==> src/rtl/jsu_pkg.sv <==
// Shared types and constants for the JSON string unescaper.
// Used by jsu_decode, jsu_burst and json_string_unescape_utf8; no dependencies.
`timescale 1ns / 1ps

package jsu_pkg;

    localparam int MaxResults = 5;
    localparam int CntW       = $clog2(MaxResults + 1);

    // Characters that steer the token parser.
    localparam logic [7:0] CharQuote  = 8'h22;
    localparam logic [7:0] CharBslash = 8'h5C;
    localparam logic [7:0] CharSlash  = 8'h2F;
    localparam logic [7:0] CharB      = 8'h62;
    localparam logic [7:0] CharF      = 8'h66;
    localparam logic [7:0] CharN      = 8'h6E;
    localparam logic [7:0] CharR      = 8'h72;
    localparam logic [7:0] CharT      = 8'h74;
    localparam logic [7:0] CharU      = 8'h75;
    localparam logic [7:0] CtrlLimit  = 8'h20;

    // Bytes produced by the single-letter escapes.
    localparam logic [7:0] CodeBs = 8'h08;
    localparam logic [7:0] CodeFf = 8'h0C;
    localparam logic [7:0] CodeLf = 8'h0A;
    localparam logic [7:0] CodeCr = 8'h0D;
    localparam logic [7:0] CodeHt = 8'h09;

    // UTF-16 surrogate ranges.
    localparam logic [15:0] SurHighMin = 16'hD800;
    localparam logic [15:0] SurHighMax = 16'hDBFF;
    localparam logic [15:0] SurLowMin  = 16'hDC00;
    localparam logic [15:0] SurLowMax  = 16'hDFFF;
    localparam logic [20:0] SupplBase  = 21'h10000;

    // UTF-8 length limits and lead markers.
    localparam logic [20:0] Utf8Max1 = 21'h00007F;
    localparam logic [20:0] Utf8Max2 = 21'h0007FF;
    localparam logic [20:0] Utf8Max3 = 21'h00FFFF;
    localparam logic [7:0]  Lead2    = 8'hC0;
    localparam logic [7:0]  Lead3    = 8'hE0;
    localparam logic [7:0]  Lead4    = 8'hF0;
    localparam logic [7:0]  ContMark = 8'h80;

    typedef enum logic [7:0] {
        PH_IDLE    = 8'b0000_0001,
        PH_STR     = 8'b0000_0010,
        PH_ESC     = 8'b0000_0100,
        PH_HEX1    = 8'b0000_1000,
        PH_PAIR_BS = 8'b0001_0000,
        PH_PAIR_U  = 8'b0010_0000,
        PH_HEX2    = 8'b0100_0000,
        PH_SKIP    = 8'b1000_0000
    } t_phase;

    typedef enum logic [1:0] {
        KIND_DATA = 2'd0,
        KIND_DONE = 2'd1,
        KIND_ERR  = 2'd2
    } t_kind;

    typedef enum logic [2:0] {
        ERR_NO_QUOTE  = 3'd0,
        ERR_BAD_ESC   = 3'd1,
        ERR_BAD_HEX   = 3'd2,
        ERR_BAD_SUR   = 3'd3,
        ERR_CTRL_BYTE = 3'd4,
        ERR_PREM_END  = 3'd5
    } t_err;

    typedef struct packed {
        t_kind      kind;
        logic [2:0] code;
        logic [7:0] data;
    } t_result;

    typedef struct packed {
        logic [CntW-1:0]              cnt;
        t_result [MaxResults-1:0]     ent;
    } t_burst;

    typedef struct packed {
        t_phase      phase;
        logic [15:0] hex_acc;
        logic [1:0]  hex_cnt;
        logic [15:0] high_sur;
    } t_state;

endpackage

==> src/rtl/jsu_decode.sv <==
// Combinational decode of one token byte: next parser state and the burst of results.
// Depends on jsu_pkg.
`timescale 1ns / 1ps

module jsu_decode (
    input  jsu_pkg::t_state i_state,
    input  logic [7:0]      i_byte,
    input  logic            i_eoi,
    output jsu_pkg::t_state o_state,
    output jsu_pkg::t_burst o_burst
);

    function automatic logic [4:0] hex_value(input logic [7:0] c);
        logic [7:0] v;
        begin
            v = 8'h00;
            if (c >= 8'h30 && c <= 8'h39) begin
                v = c - 8'h30;
                return {1'b1, v[3:0]};
            end
            if (c >= 8'h61 && c <= 8'h66) begin
                v = c - 8'h57;
                return {1'b1, v[3:0]};
            end
            if (c >= 8'h41 && c <= 8'h46) begin
                v = c - 8'h37;
                return {1'b1, v[3:0]};
            end
            return 5'b0;
        end
    endfunction

    logic [4:0]      hex;
    logic [15:0]     acc_new;
    logic            cnt_done;
    logic            emit_cp;
    logic [20:0]     cp;
    logic            single;
    logic [7:0]      single_byte;
    logic            has_term;
    jsu_pkg::t_kind  term_kind;
    logic [2:0]      term_code;
    logic            ended;
    logic            add_end;
    logic [2:0]      ndata;
    logic [7:0]      dat [4];
    logic [2:0]      term_pos;

    assign hex      = hex_value(i_byte);
    assign acc_new  = {i_state.hex_acc[11:0], hex[3:0]};
    assign cnt_done = (i_state.hex_cnt == 2'd3);

    always_comb begin
        o_state     = i_state;
        emit_cp     = 1'b0;
        cp          = '0;
        single      = 1'b0;
        single_byte = '0;
        has_term    = 1'b0;
        term_kind   = jsu_pkg::KIND_DONE;
        term_code   = '0;
        ended       = 1'b0;

        unique case (i_state.phase) inside
            jsu_pkg::PH_IDLE, jsu_pkg::PH_SKIP: begin
                if (i_byte == jsu_pkg::CharQuote) begin
                    o_state.phase = jsu_pkg::PH_STR;
                end else begin
                    ended = 1'b1;
                    if (i_state.phase == jsu_pkg::PH_IDLE) begin
                        has_term      = 1'b1;
                        term_kind     = jsu_pkg::KIND_ERR;
                        term_code     = jsu_pkg::ERR_NO_QUOTE;
                        o_state.phase = jsu_pkg::PH_SKIP;
                    end
                end
            end
            jsu_pkg::PH_STR: begin
                if (i_byte == jsu_pkg::CharQuote) begin
                    has_term      = 1'b1;
                    term_kind     = jsu_pkg::KIND_DONE;
                    ended         = 1'b1;
                    o_state.phase = jsu_pkg::PH_IDLE;
                end else if (i_byte == jsu_pkg::CharBslash) begin
                    o_state.phase = jsu_pkg::PH_ESC;
                end else if (i_byte < jsu_pkg::CtrlLimit) begin
                    has_term      = 1'b1;
                    term_kind     = jsu_pkg::KIND_ERR;
                    term_code     = jsu_pkg::ERR_CTRL_BYTE;
                    ended         = 1'b1;
                    o_state.phase = jsu_pkg::PH_SKIP;
                end else begin
                    single      = 1'b1;
                    single_byte = i_byte;
                end
            end
            jsu_pkg::PH_ESC: begin
                o_state.phase = jsu_pkg::PH_STR;
                case (i_byte) inside
                    jsu_pkg::CharQuote, jsu_pkg::CharBslash, jsu_pkg::CharSlash: begin
                        single      = 1'b1;
                        single_byte = i_byte;
                    end
                    jsu_pkg::CharB: begin
                        single      = 1'b1;
                        single_byte = jsu_pkg::CodeBs;
                    end
                    jsu_pkg::CharF: begin
                        single      = 1'b1;
                        single_byte = jsu_pkg::CodeFf;
                    end
                    jsu_pkg::CharN: begin
                        single      = 1'b1;
                        single_byte = jsu_pkg::CodeLf;
                    end
                    jsu_pkg::CharR: begin
                        single      = 1'b1;
                        single_byte = jsu_pkg::CodeCr;
                    end
                    jsu_pkg::CharT: begin
                        single      = 1'b1;
                        single_byte = jsu_pkg::CodeHt;
                    end
                    jsu_pkg::CharU: begin
                        o_state.hex_acc = '0;
                        o_state.hex_cnt = '0;
                        o_state.phase   = jsu_pkg::PH_HEX1;
                    end
                    default: begin
                        has_term      = 1'b1;
                        term_kind     = jsu_pkg::KIND_ERR;
                        term_code     = jsu_pkg::ERR_BAD_ESC;
                        ended         = 1'b1;
                        o_state.phase = jsu_pkg::PH_SKIP;
                    end
                endcase
            end
            jsu_pkg::PH_HEX1, jsu_pkg::PH_HEX2: begin
                if (!hex[4]) begin
                    has_term      = 1'b1;
                    term_kind     = jsu_pkg::KIND_ERR;
                    term_code     = jsu_pkg::ERR_BAD_HEX;
                    ended         = 1'b1;
                    o_state.phase = jsu_pkg::PH_SKIP;
                end else begin
                    o_state.hex_acc = acc_new;
                    if (!cnt_done) begin
                        o_state.hex_cnt = 2'(i_state.hex_cnt + 2'd1);
                    end else begin
                        o_state.hex_cnt = '0;
                        if (i_state.phase == jsu_pkg::PH_HEX1) begin
                            if (acc_new >= jsu_pkg::SurHighMin &&
                                acc_new <= jsu_pkg::SurHighMax) begin
                                o_state.high_sur = acc_new;
                                o_state.phase    = jsu_pkg::PH_PAIR_BS;
                            end else if (acc_new >= jsu_pkg::SurLowMin &&
                                         acc_new <= jsu_pkg::SurLowMax) begin
                                has_term      = 1'b1;
                                term_kind     = jsu_pkg::KIND_ERR;
                                term_code     = jsu_pkg::ERR_BAD_SUR;
                                ended         = 1'b1;
                                o_state.phase = jsu_pkg::PH_SKIP;
                            end else begin
                                emit_cp       = 1'b1;
                                cp            = {5'b0, acc_new};
                                o_state.phase = jsu_pkg::PH_STR;
                            end
                        end else begin
                            if (acc_new < jsu_pkg::SurLowMin ||
                                acc_new > jsu_pkg::SurLowMax) begin
                                has_term      = 1'b1;
                                term_kind     = jsu_pkg::KIND_ERR;
                                term_code     = jsu_pkg::ERR_BAD_SUR;
                                ended         = 1'b1;
                                o_state.phase = jsu_pkg::PH_SKIP;
                            end else begin
                                // The offsets from both surrogate bases are just the low ten bits.
                                emit_cp       = 1'b1;
                                cp            = jsu_pkg::SupplBase +
                                                {1'b0, i_state.high_sur[9:0], acc_new[9:0]};
                                o_state.phase = jsu_pkg::PH_STR;
                            end
                        end
                    end
                end
            end
            jsu_pkg::PH_PAIR_BS: begin
                if (i_byte == jsu_pkg::CharBslash) begin
                    o_state.phase = jsu_pkg::PH_PAIR_U;
                end else begin
                    has_term      = 1'b1;
                    term_kind     = jsu_pkg::KIND_ERR;
                    term_code     = jsu_pkg::ERR_BAD_SUR;
                    ended         = 1'b1;
                    o_state.phase = jsu_pkg::PH_SKIP;
                end
            end
            jsu_pkg::PH_PAIR_U: begin
                if (i_byte == jsu_pkg::CharU) begin
                    o_state.hex_acc = '0;
                    o_state.hex_cnt = '0;
                    o_state.phase   = jsu_pkg::PH_HEX2;
                end else begin
                    has_term      = 1'b1;
                    term_kind     = jsu_pkg::KIND_ERR;
                    term_code     = jsu_pkg::ERR_BAD_SUR;
                    ended         = 1'b1;
                    o_state.phase = jsu_pkg::PH_SKIP;
                end
            end
            default: begin
                o_state = i_state;
            end
        endcase

        // End of input closes whatever is still open and always returns to idle.
        add_end = i_eoi && !ended;
        if (i_eoi) begin
            o_state.phase = jsu_pkg::PH_IDLE;
        end
    end

    // UTF-8 encoding of a completed code point, or the one plain data byte.
    always_comb begin
        ndata  = '0;
        dat[0] = '0;
        dat[1] = '0;
        dat[2] = '0;
        dat[3] = '0;
        if (single) begin
            ndata  = 3'd1;
            dat[0] = single_byte;
        end else if (emit_cp) begin
            if (cp <= jsu_pkg::Utf8Max1) begin
                ndata  = 3'd1;
                dat[0] = cp[7:0];
            end else if (cp <= jsu_pkg::Utf8Max2) begin
                ndata  = 3'd2;
                dat[0] = jsu_pkg::Lead2 | {3'b0, cp[10:6]};
                dat[1] = jsu_pkg::ContMark | {2'b0, cp[5:0]};
            end else if (cp <= jsu_pkg::Utf8Max3) begin
                ndata  = 3'd3;
                dat[0] = jsu_pkg::Lead3 | {4'b0, cp[15:12]};
                dat[1] = jsu_pkg::ContMark | {2'b0, cp[11:6]};
                dat[2] = jsu_pkg::ContMark | {2'b0, cp[5:0]};
            end else begin
                ndata  = 3'd4;
                dat[0] = jsu_pkg::Lead4 | {5'b0, cp[20:18]};
                dat[1] = jsu_pkg::ContMark | {2'b0, cp[17:12]};
                dat[2] = jsu_pkg::ContMark | {2'b0, cp[11:6]};
                dat[3] = jsu_pkg::ContMark | {2'b0, cp[5:0]};
            end
        end
    end

    assign term_pos = ndata + {2'b0, has_term};

    always_comb begin
        for (int i = 0; i < jsu_pkg::MaxResults; i++) begin
            o_burst.ent[i] = '{kind: jsu_pkg::KIND_DATA, code: 3'd0, data: 8'h00};
            if (3'(i) < ndata) begin
                o_burst.ent[i].data = dat[i % 4];
            end else if (has_term && 3'(i) == ndata) begin
                o_burst.ent[i].kind = term_kind;
                o_burst.ent[i].code = term_code;
            end else if (add_end && 3'(i) == term_pos) begin
                o_burst.ent[i].kind = jsu_pkg::KIND_ERR;
                o_burst.ent[i].code = jsu_pkg::ERR_PREM_END;
            end
        end
        o_burst.cnt = jsu_pkg::CntW'(term_pos + {2'b0, add_end});
    end

endmodule

==> src/rtl/jsu_burst.sv <==
// Output stage: holds one byte's results, handing one out per cycle on i_ready.
// Depends on jsu_pkg.
`timescale 1ns / 1ps

module jsu_burst (
    input  logic             i_clk,
    input  logic             i_rst_n,
    input  logic             i_load,
    input  jsu_pkg::t_burst  i_burst,
    output logic             o_can_load,
    output logic             o_valid,
    input  logic             i_ready,
    output jsu_pkg::t_result o_result,
    output logic             o_last
);

    logic [jsu_pkg::CntW-1:0]             r_cnt;
    jsu_pkg::t_result [jsu_pkg::MaxResults-1:0] r_ent;
    logic                                 take;

    assign o_valid    = (r_cnt != '0);
    assign take       = o_valid && i_ready;
    // A new burst may land once the last pending result leaves in this cycle.
    assign o_can_load = (r_cnt == '0) || (r_cnt == jsu_pkg::CntW'(1) && take);
    assign o_result   = r_ent[0];
    assign o_last     = (r_cnt == jsu_pkg::CntW'(1));

    always_ff @(posedge i_clk) begin
        if (!i_rst_n) begin
            r_cnt <= '0;
        end else if (i_load) begin
            r_cnt <= i_burst.cnt;
        end else if (take) begin
            r_cnt <= r_cnt - jsu_pkg::CntW'(1);
        end
    end

    always_ff @(posedge i_clk) begin
        if (i_load) begin
            r_ent <= i_burst.ent;
        end else if (take) begin
            for (int k = 0; k < jsu_pkg::MaxResults - 1; k++) begin
                r_ent[k] <= r_ent[k + 1];
            end
        end
    end

`ifndef SYNTHESIS
    a_cnt_range: assert property (@(posedge i_clk) disable iff (!i_rst_n)
        r_cnt <= jsu_pkg::CntW'(jsu_pkg::MaxResults))
        else $error("result count out of range");

    a_no_overwrite: assert property (@(posedge i_clk) disable iff (!i_rst_n)
        i_load |-> (r_cnt == '0 || (r_cnt == jsu_pkg::CntW'(1) && take)))
        else $error("burst loaded over pending results");

    a_code_only_err: assert property (@(posedge i_clk) disable iff (!i_rst_n)
        (o_valid && o_result.kind != jsu_pkg::KIND_ERR) |-> o_result.code == 3'd0)
        else $error("error code set on a non-error result");

    a_byte_only_data: assert property (@(posedge i_clk) disable iff (!i_rst_n)
        (o_valid && o_result.kind != jsu_pkg::KIND_DATA) |-> o_result.data == 8'h00)
        else $error("data byte set on a done or error result");

    a_drain: assert property (@(posedge i_clk) disable iff (!i_rst_n)
        (take && !i_load) |=> r_cnt == $past(r_cnt) - jsu_pkg::CntW'(1))
        else $error("result count did not step down");
`endif

endmodule

==> src/rtl/json_string_unescape_utf8.sv <==
// A byte accepted into the input register is decoded from there; its results are loaded
// into the output stage once that stage can take them, and are offered from it.
// Throughput: one byte per cycle while each byte yields at most one result and the output is ready;
// a byte with more results (up to five: UTF-8 burst plus end error) holds input until all are taken.
// Reset (synchronous, active low) returns the parser to idle and empties both registers.
// Top level of the JSON string unescaper; depends on jsu_pkg, jsu_decode and jsu_burst.
`timescale 1ns / 1ps

module json_string_unescape_utf8 (
    input  logic        i_clk,
    input  logic        i_rst_n,
    input  logic        i_s_axis_tvalid,
    output logic        o_s_axis_tready,
    input  logic [7:0]  i_s_axis_tdata,  // [7:0] in_byte
    input  logic        i_s_axis_tlast,  // end_of_input
    output logic        o_m_axis_tvalid,
    input  logic        i_m_axis_tready,
    output logic [15:0] o_m_axis_tdata,  // [7:0] out_byte, [10:8] error_code, [15:11] zero
    output logic [1:0]  o_m_axis_tuser,  // [1:0] out_kind
    output logic        o_m_axis_tlast   // out_last
);

    logic             r_in_valid;
    logic [7:0]       r_in_byte;
    logic             r_in_eoi;
    jsu_pkg::t_state  r_state;
    jsu_pkg::t_state  n_state;
    jsu_pkg::t_burst  n_burst;
    jsu_pkg::t_result res;
    logic             can_load;
    logic             consume;

    assign consume         = r_in_valid && can_load;
    assign o_s_axis_tready = !r_in_valid || consume;

    always_ff @(posedge i_clk) begin
        if (!i_rst_n) begin
            r_in_valid <= 1'b0;
        end else if (i_s_axis_tvalid && o_s_axis_tready) begin
            r_in_valid <= 1'b1;
        end else if (consume) begin
            r_in_valid <= 1'b0;
        end
    end

    always_ff @(posedge i_clk) begin
        if (i_s_axis_tvalid && o_s_axis_tready) begin
            r_in_byte <= i_s_axis_tdata;
            r_in_eoi  <= i_s_axis_tlast;
        end
    end

    always_ff @(posedge i_clk) begin
        if (!i_rst_n) begin
            r_state <= '{phase: jsu_pkg::PH_IDLE, hex_acc: 16'h0, hex_cnt: 2'd0,
                         high_sur: 16'h0};
        end else if (consume) begin
            r_state <= n_state;
        end
    end

    jsu_decode u_decode (
        .i_state (r_state),
        .i_byte  (r_in_byte),
        .i_eoi   (r_in_eoi),
        .o_state (n_state),
        .o_burst (n_burst)
    );

    jsu_burst u_burst (
        .i_clk      (i_clk),
        .i_rst_n    (i_rst_n),
        .i_load     (consume),
        .i_burst    (n_burst),
        .o_can_load (can_load),
        .o_valid    (o_m_axis_tvalid),
        .i_ready    (i_m_axis_tready),
        .o_result   (res),
        .o_last     (o_m_axis_tlast)
    );

    assign o_m_axis_tdata = {5'b0, res.code, res.data};
    assign o_m_axis_tuser = res.kind;

endmodule
==> config.mk <==
export PLATFORM = sky130hd
export DESIGN_NAME = json_string_unescape_utf8
export DESIGN_NICKNAME = d
export VERILOG_FILES = /design/src/rtl/jsu_pkg.sv /design/src/rtl/jsu_decode.sv /design/src/rtl/jsu_burst.sv /design/src/rtl/json_string_unescape_utf8.sv
export SDC_FILE = /design/constraint.sdc
export NUM_CORES = 1
export LEC_CHECK = 0
export ABC_CLOCK_PERIOD_IN_PS = 4400
export BUFFER_PORTS_ARGS = -buffer_cell sky130_fd_sc_hd__clkbuf_2
export CORE_ASPECT_RATIO = 1.1
export CORE_MARGIN = 3
export CORE_UTILIZATION = 55
export CTS_CLUSTER_DIAMETER = 60
export CTS_CLUSTER_SIZE = 40
export DETAILED_ROUTE_END_ITERATION = 6
export PLACE_DENSITY = 0.78
export SKIP_LAST_GASP = 1
export SYNTH_ARGS = -nofsm -noshare
export SYNTH_HDL_FRONTEND = slang
export SYNTH_HIERARCHICAL = 1
export SYNTH_SLANG_ARGS = --single-unit
==> constraint.sdc <==
create_clock -name i_clk -period 4.4 [get_ports i_clk]
set_input_delay 1.1 -clock i_clk [delete_from_list [all_inputs] [get_ports i_clk]]
set_output_delay 1.1 -clock i_clk [all_outputs]
set_load 0.01 [all_outputs]
==> flow_summary.json <==
{
  "cp.required_ns": 4.63,
  "final_cell_mix": "81 x nand2_1, 74 x edfxtp_1, 55 x mux2_2",
  "most_common_cell_after_layout_fill_and_taps_aside": "nand2_1",
  "grt_antenna_before_repair": 1,
  "areaGrowthSynthToFinish_pct": 4.32,
  "cts_tree": "yes",
  "die_h_microns": 124,
  "post-route-drc-count": 0,
  "wire_length_of_the_first_global_routing_pass_microns": 27500,
  "fin_skew_ns": 0.00976,
  "vias_per_cell": 6.23,
  "yosys_warning_total": 6,
  "power.density_mw_per_mm2": 500,
  "ctsHtreeMaxLevel": 3,
  "drtAntennaViolNets": 0,
  "die_width_microns": 114,
  "floorplan.initialDensity_pct": 57.3,
  "setup.worst_path.end_class": "flop",
  "cts-buffers-inserted": 9,
  "result_of_the_run": "finished, final reports clean",
  "crit_arrival_ns": 4.36,
  "worstSetupPathType": "flop to flop",
  "max-vdd-ir-drop_mv": 0.572,
  "slew_headroom_pct": 16.5,
  "cts-root-buf": "clkbuf_16",
  "timing.critical_path.slowest_stage_cell": "edfxtp_1",
  "final_non_filler_cells": 863,
  "crit_chain": "inv_1, ha_1, o21bai_1, a2111oi_2, buf_4, nor3_1, a211oi_2, nand2_1, nor2_1, nand2_1, ha_1, ha_1, xnor2_2, or3b_4, a311oi_1, mux2_2",
  "design.die.area_sq_mm": 0.0141,
  "placement_rows": 42,
  "max-clock-path-buffers": 2,
  "worstHoldPathType": "flop to flop",
  "maxSlewViolCount": 0,
  "path_common_cell": "ha_1",
  "post-route-min-period_ns": 4.14,
  "initialDrtViolationCount": 546,
  "routed_wire_length_per_instance_microns": 19.9,
  "port_buffers": 28,
  "first_global_vias": 5136,
  "gp_congestion": 0.990,
  "syn_avg_cell_area_sq_um": 9.93,
  "cellLeakagePower_nw": 2.81,
  "grt_use_total_pct": 24.6,
  "clk-insertion-delay-late_ns": 0.36,
  "placed_cells": 846,
  "max_cap_viol_count": 0,
  "drt_first_pass_iters": 5,
  "timing.critical_path.from_type": "flop",
  "layout.filler_cells": 1043,
  "core_region_area_sq_mm": 0.0122,
  "number_of_cells_produced_by_synthesis": 706,
  "setup_tns_ns": 0,
  "critical-path-max-stage-delay_ns": 0.48,
  "finalSetupViolCount": 0,
  "io_pins": 34,
  "vias_after_detailed_routing": 5379,
  "dp_hpwl_microns": 12200,
  "antenna-diode-count": 0,
  "wl_microns": 17200,
  "crit_path_max_fanout": 6,
  "grt.overflow.total": 0,
  "min_period_over_period_pct": 94.0,
  "pin_count_of_the_biggest_net_entering_global_routing": 101,
  "multi_input_comb_area_sq_mm": 0.00347,
  "tightestPinTransition_ns": 1.25,
  "unrepaired_setup_endpoints_after_global_routing": "no",
  "design.final.nets": 730,
  "syn_area_sq_mm": 0.00701,
  "ff_latch_area_sq_mm": 0.00294,
  "finalHoldViolations": 0,
  "regToRegSetupSlack_ns": 0.26,
  "maxClockFrequency_ghz": 0.242,
  "path_clk_slew_ns": 0.08,
  "number_of_clock_sinks_seen_by_cts": 110,
  "final_layout_size_suffix_gt1_share_pct": 23.4
}
-- what timing repair did --
action | CTS | global route
gates resized for setup | 0 | 1
hold buffers | 0 | 0
buffers inserted | 0 | 1
endpoints found under the setup margin | 0 | 1
-- flip-flops by register name, summed over array words and instances (netlist names) --
name,cells
r_in_byte,8
r_in_eoi,1
r_in_valid,1
r_state,32
u_burst/o_result,13
u_burst/r_cnt,3
u_burst/r_ent,52
-- critical path: cells and delay by family, from the launching register on --
family | cells | cell delay (ns)
adder cells (fa/ha/maj) | 3 | 0.64
XOR/XNOR | 1 | 0.27
buffers and inverters | 2 | 0.39
AND/OR/NAND/NOR | 5 | 0.90
multiplexers | 1 | 0.19
flip-flops | 1 | 0.48
AO/OA/AOI/OAI | 4 | 1.14
-- routing by layer --
| metal | part of all wire (%) | global-route usage, % | up-vias | wire, microns |
|---|---|---|---|---|
| met5 | 0.076 | 0 | - | 13 |
| met3 | 6.0 | 5.05 | 47 | 1040 |
| met1 | 43 | 33.3 | 2583 | 7400 |
| met2 | 47 | 38.0 | 193 | 8010 |
| li1 | - | - | 2554 | - |
| met4 | 4.1 | 11.0 | 2 | 706 |
-- where the power goes --
| group | internal (W) | switching, W | leakage (nW) | total, W |
|---|---|---|---|---|
| logic | 0.000451 | 0.000711 | 1.66 | 0.00116 |
| registers | 0.00156 | 0.000113 | 1.00 | 0.00167 |
| clock network | 0.000403 | 0.000419 | 0.147 | 0.000822 |
-- final timing paths --
path           startpoint              endpoint  cells after the start
min            r_state[0]            r_state[0]                      2
max reg2reg  r_in_byte[1]  u_burst/o_result[12]                     16
max          r_in_byte[1]  u_burst/o_result[12]                     16
min reg2reg    r_state[0]            r_state[0]                      2
-- layout make-up --
| cell class | instances | share of cell area, % |
|---|---|---|
| clock buffer | 9 | 3.08 |
| clock inverter | 7 | 0.958 |
| inverter | 18 | 0.941 |
| multi-input combinational | 512 | 47.5 |
| sequential | 110 | 40.2 |
| tap | 154 | 2.63 |
| timing repair buffer | 53 | 4.65 |
-- through the flow --
step	worst slack, ns	power, W	util [%]	area (sq um)	hold WS (ns)
6_report	0.264	0.00366	59.7	7310	0.470
5_1_grt	0.0275	0.00386	59.7	7310	0.502
4_1_cts	0.231	0.00368	59.6	7300	0.471
3_5_place_dp	0.239	0.00286	57.2	7010	0.460
3_3_place_gp	0.385	0.00281	57.2	7010	0.454
2_1_floorplan	0.253	0.00267	-	7090	0.436
Power figures use the tool's default switching activity.
